==> config.mk <==
export PLATFORM = sky130hd
export DESIGN_NAME = ptb_ctrl
export DESIGN_NICKNAME = d
export VERILOG_FILES = /design/src/hdl/ptb_pkg.sv /design/src/hdl/ptb_ctrl.sv
export SDC_FILE = /design/constraint.sdc
export NUM_CORES = 1
export LEC_CHECK = 0
export BUFFER_PORTS_ARGS = -buffer_cell sky130_fd_sc_hd__buf_4
export CORE_AREA = 5 5 42 44
export DETAILED_ROUTE_END_ITERATION = 10
export DIE_AREA = 0 0 47 49
export GPL_TIMING_DRIVEN = 1
export SYNTH_ARGS = -nofsm -noshare
export SYNTH_HDL_FRONTEND = slang
export SYNTH_SLANG_ARGS = --single-unit
==> constraint.sdc <==
create_clock -name i_clk -period 1.5 [get_ports i_clk]
set_input_delay 0.45 -clock i_clk [delete_from_list [all_inputs] [get_ports i_clk]]
set_output_delay 0.45 -clock i_clk [all_outputs]
set_load 0.01 [all_outputs]
==> src/hdl/ptb_pkg.sv <==
// Shared types, widths and codes for the per-address token bucket unit.
// No dependencies; every other file depends on this package.
package ptb_pkg;

    localparam int TABLE_ENTRIES = 64;
    localparam int IDX_W         = $clog2(TABLE_ENTRIES);
    localparam int ADDR_W        = 64;
    localparam int TOK_W         = 16;
    localparam int NPT_W         = 32;
    localparam int TIME_W        = 63;
    localparam int STAT_W        = 3;
    localparam int DIV_STEPS     = TIME_W;
    localparam int STEP_W        = $clog2(DIV_STEPS);
    localparam int CFG_IDX_W     = 1;
    localparam int CFG_DATA_W    = 32;

    localparam logic [CFG_IDX_W-1:0] CFG_BURST = 1'd0;
    localparam logic [CFG_IDX_W-1:0] CFG_NPT   = 1'd1;

    localparam logic [TOK_W-1:0] BURST_RESET = 16'd5;
    localparam logic [NPT_W-1:0] NPT_RESET   = 32'd1000000000;

    localparam logic [STAT_W-1:0] ST_REFILLED = 3'd0;
    localparam logic [STAT_W-1:0] ST_CREATED  = 3'd1;
    localparam logic [STAT_W-1:0] ST_REMOVED  = 3'd2;
    localparam logic [STAT_W-1:0] ST_NOTFOUND = 3'd3;
    localparam logic [STAT_W-1:0] ST_FULL     = 3'd4;

    localparam logic OP_TRIGGER = 1'b0;
    localparam logic OP_REMOVE  = 1'b1;

    // datapath actions issued by the controller
    localparam int ACT_W = 4;
    localparam logic [ACT_W-1:0] ACT_NONE     = 4'd0;
    localparam logic [ACT_W-1:0] ACT_DEL      = 4'd1;
    localparam logic [ACT_W-1:0] ACT_NOTFOUND = 4'd2;
    localparam logic [ACT_W-1:0] ACT_INSERT   = 4'd3;
    localparam logic [ACT_W-1:0] ACT_FULL     = 4'd4;
    localparam logic [ACT_W-1:0] ACT_ZERO     = 4'd5;
    localparam logic [ACT_W-1:0] ACT_BURST    = 4'd6;
    localparam logic [ACT_W-1:0] ACT_DIVINIT  = 4'd7;
    localparam logic [ACT_W-1:0] ACT_APPLY    = 4'd8;

    typedef struct packed {
        logic              is_v6;
        logic [ADDR_W-1:0] key_high;
        logic [ADDR_W-1:0] key_low;
        logic [TOK_W-1:0]  tokens;
        logic [TIME_W-1:0] last;
    } t_entry;

    typedef struct packed {
        logic             load;
        logic             sweep;
        logic [ACT_W-1:0] act;
        logic             div_step;
        logic             out_load;
    } t_cmd;

    typedef struct packed {
        logic is_remove;
        logic sweep_done;
        logic hit;
        logic free_vld;
        logic time_back;
        logic npt_zero;
        logic div_last;
        logic out_free;
    } t_sts;

endpackage

==> src/hdl/ptb_ctrl.sv <==
// Controller state machine for the token bucket unit.
// Depends on ptb_pkg; drives the datapath through t_cmd, watches t_sts.
module ptb_ctrl (
    input  logic           i_clk,
    input  logic           i_rst_n,
    input  logic           i_in_valid,
    output logic           o_in_ready,
    input  ptb_pkg::t_sts  i_sts,
    output ptb_pkg::t_cmd  o_cmd
);
    import ptb_pkg::*;

    localparam logic [2:0] S_IDLE   = 3'd0;
    localparam logic [2:0] S_SWEEP  = 3'd1;
    localparam logic [2:0] S_DECIDE = 3'd2;
    localparam logic [2:0] S_DIV    = 3'd3;
    localparam logic [2:0] S_APPLY  = 3'd4;
    localparam logic [2:0] S_RESULT = 3'd5;

    logic [2:0] r_state, n_state;

    assign o_in_ready = (r_state == S_IDLE);

    always_comb begin
        n_state = r_state;
        o_cmd   = '0;
        case (r_state)
            S_IDLE: begin
                if (i_in_valid) begin
                    o_cmd.load = 1'b1;
                    n_state    = S_SWEEP;
                end
            end
            S_SWEEP: begin
                o_cmd.sweep = 1'b1;
                if (i_sts.sweep_done) n_state = S_DECIDE;
            end
            S_DECIDE: begin
                n_state = S_RESULT;
                if (i_sts.is_remove) begin
                    o_cmd.act = i_sts.hit ? ACT_DEL : ACT_NOTFOUND;
                end else if (!i_sts.hit) begin
                    o_cmd.act = i_sts.free_vld ? ACT_INSERT : ACT_FULL;
                end else if (i_sts.time_back) begin
                    o_cmd.act = ACT_ZERO;
                end else if (i_sts.npt_zero) begin
                    o_cmd.act = ACT_BURST;
                end else begin
                    o_cmd.act = ACT_DIVINIT;
                    n_state   = S_DIV;
                end
            end
            S_DIV: begin
                o_cmd.div_step = 1'b1;
                if (i_sts.div_last) n_state = S_APPLY;
            end
            S_APPLY: begin
                o_cmd.act = ACT_APPLY;
                n_state   = S_RESULT;
            end
            S_RESULT: begin
                if (i_sts.out_free) begin
                    o_cmd.out_load = 1'b1;
                    n_state        = S_IDLE;
                end
            end
            default: n_state = S_IDLE;
        endcase
    end

    always_ff @(posedge i_clk) begin
        if (!i_rst_n) r_state <= S_IDLE;
        else          r_state <= n_state;
    end

endmodule

==> impl_metrics.json <==
{
  "seqPwrFrac": 0.219,
  "dp_slack_ns": -0.0471,
  "cap_violations": 0,
  "max_stage_delay_ns": 0.42,
  "worstSetupStartpointType": "flop",
  "setup_viol": 8,
  "ant_nets": 0,
  "p_comb_frac": 0.441,
  "maxSlewViolCount": 0,
  "largest_register_ffs": 3,
  "initialDrtViolationCount": 3,
  "async_flop_share": 0,
  "intPower_mw": 0.288,
  "synth_nets": 51,
  "path_class": "reg2out",
  "cts_max_path_buffers": 2,
  "rows": 14,
  "grtUsageTotal": 0.0900,
  "hold_viol": 0,
  "crit_slowest_cell": "or3b_4",
  "hold_class": "in2reg",
  "max_slew_margin": 0.739,
  "ys_ff_latch": 3,
  "pwr-share-clk": 0.340,
  "num_vias": 413,
  "grt_max_degree": 11,
  "hold-worst-slack_ns": 0.465,
  "vias_per_cell": 4.69,
  "die_w_um": 47,
  "synthToLayoutAreaGrowth_pct": 107,
  "synthAdderAreaFrac": 0,
  "synth_area_leader_cell": "dfxtp_1",
  "cts_tree": "yes",
  "die_area_um2": 2300,
  "worstPathRequired_ns": 1.05,
  "io_pins": 20,
  "fin_ws_ns": -0.256,
  "grt_pass1_vias": 381,
  "synth_compound_area_frac": 0.303,
  "die_h_um": 49,
  "status": "finished with violations",
  "synth_common_cells": "4 x nor2_1, 4 x nor3_1, 3 x a21oi_1, 3 x dfxtp_1, 3 x inv_1",
  "nNetsFinal": 84,
  "p_sw_frac": 0.307,
  "crit_buf_inv": 1,
  "dr.pass1.iters": 3,
  "top_regs": "r_state x3",
  "grt_setup_unrepaired": "yes",
  "grt_pass1_wl_um": 1550,
  "synth-xor-area-share": 0,
  "synth_cells": 40,
  "antenna_found_initial": 0,
  "synth_edf_count": 0,
  "clkLatencyLatePin_ns": 0.23,
  "io_buffers": 19,
  "drt_wl_total_um": 918,
  "cp_max_fo": 4,
  "grt-ovfl-total": 0,
  "synth_area_um2": 314,
  "fin_crit_ns": 1.76,
  "cp_cell_sequence": "or3b_4 > a311oi_2 > buf_4",
  "gp_congestion": 0.781,
  "tightest_slew_ns": 0.388,
  "start_util": 0.224,
  "synthMuxAreaShare": 0,
  "wire_per_inst_um": 10.4,
  "fillCellCount": 152,
  "synth_top_area_share": 0.191,
  "synth_top_family_by_area": "simple AND/OR/NAND/NOR gates",
  "top_register": "r_state",
  "clk_pin_slew_worst_paths_ns": 0.04,
  "core_area_um2": 1400,
  "syn_avg_cell_area_um2": 7.85,
  "critical_path.top_delay_family": "simple AND/OR/NAND/NOR gates",
  "endpoint_kind": "primary output",
  "p_leak_nw": 0.302,
  "arrival_ns": 1.31,
  "synth-warning-count": 0,
  "diodes": 0,
  "drive_gt1_frac": 0.667,
  "synthFlopType": "dfxtp_1",
  "postCtsHoldBufs": 0,
  "power_switching_mw": 0.128,
  "synth_area_leaders": "dfxtp_1 19%, nor4b_4 7.6%, nor3_1 6.4%, a21oi_1 4.8%, nor2_1 4.8%",
  "violations": "setup timing",
  "cts_max_level": 1,
  "skew_ns": 0.00288,
  "post_synth_num_cell_types": 25,
  "numClockSinks": 3,
  "fin_crit_sh": 1.17,
  "clock.fmax_mhz": 570,
  "yosysSeqAreaShare": 0.191,
  "drc": 0,
  "p_per_area_nw_per_um2": 639,
  "root_buffer": "clkbuf_4",
  "synthSimpleGateAreaFrac": 0.418,
  "cts_made_buffers": 3,
  "irDropWorstVdd_mv": 0.351
}
-- layout by cell type, fill, tap and decap left out --
cell            netlist  layout
inv_4                 0       1
clkbuf_4              0       3
a311oi_2              0       1
buf_4                 0      24
o2111ai_1             1       1
nor2b_1               1       1
a21boi_2              1       1
and2_1                2       2
a21oi_1               3       3
dlymetal6s2s_1        0       1
nor4b_4               1       1
a21boi_0              1       1
o31ai_1               1       1
dfxtp_1               3       1
nor2_4                0       2
buf_6                 1       5
nor2_2                1       2
nor3_4                0       1
nor3_1                4       1
or3b_4                1       1
nand2b_4              1       2
clkbuf_1              0       1
a211oi_1              1       1
nand2_1               2       2
a32o_1                1       1
o31a_1                1       1
o21ai_0               2       2
nor2_1                4       1
and3b_1               1       1
nor3_2                0       2
dfxtp_2               0       2
inv_1                 3       2
-- worst reg2reg max path: stages, from the launching register on --
cell	delay (ns)
dfxtp_2	0.31
buf_4	0.12
buf_6	0.12
dlymetal6s2s_1	0.17
buf_4	0.15
o2111ai_1	0.23
a21boi_2	0.09
-- power groups by stage --
stage               combinational (mW)  clock [mW]  sequential (mW)
floorplan                       0.0666           0           0.0944
global placement                 0.146           0           0.0911
detailed placement               0.148           0           0.0914
CTS                              0.158       0.146           0.0908
global route                     0.201       0.155           0.0915
finish                           0.183       0.142           0.0910
-- final timing paths --
| kind | endpoint | from | cells past startpoint | slack, ns |
|---|---|---|---|---|
| worst max-delay path | o_cmd[2] | r_state[0] | 3 | -0.26 |
| worst max register to register | r_state[1] | r_state[1] | 6 | 0.19 |
| worst min register to register | r_state[1] | r_state[0] | 3 | 0.68 |
| worst min-delay path | r_state[2] | i_rst_n | 2 | 0.46 |
-- per-stage QoR --
| stage | setup TNS (ns) | instance area (µm²) | total power, mW | utilization | cells |
|---|---|---|---|---|---|
| final | -1.06 | 651 | 0.416 | 0.464 | 88 |
| after global routing | -1.54 | 651 | 0.448 | 0.464 | 88 |
| after CTS | -0.757 | 571 | 0.395 | 0.407 | 84 |
| after detailed placement | -0.0471 | 524 | 0.240 | 0.374 | 80 |
| after global placement | -0.0219 | 524 | 0.237 | 0.374 | 80 |
| after floorplan | -0.0288 | 325 | 0.161 | - | 40 |
-- kinds of logic (layout without fill, tap and decap cells) --
logic type / Yosys count / after routing
AO/OA/AOI/OAI: 13 / 13
buffers and inverters: 5 / 37
AND/OR/NAND/NOR: 19 / 19
flip-flops: 3 / 3
-- final cells by class --
| class | instances | area, µm² | area share |
|---|---|---|---|
| sequential | 3 | 62.6 | 0.0962 |
| multi-input combinational | 32 | 279 | 0.429 |
| clock buffer | 4 | 26.3 | 0.0404 |
| tap | 16 | 20.0 | 0.0308 |
| timing repair buffer | 30 | 249 | 0.383 |
| inverter | 3 | 13.8 | 0.0212 |
-- repair_timing --
| action | in CTS | in global routing |
|---|---|---|
| hold endpoints to repair | 0 | 0 |
| buffers inserted | 0 | 4 |
| resized for setup | 5 | 13 |
| endpoints found under the setup margin | 8 | 9 |
| pin swaps | 3 | 3 |
-- layer usage --
layer  part of all wire  GRT usage  vias up
li1                   -          -      212
met1               0.38      0.120      185
met2               0.52      0.131       16
met3               0.10     0.0443        0
met4                  0     0.0138        0
met5                  0          0        -
(Power assumes the default switching activity.)
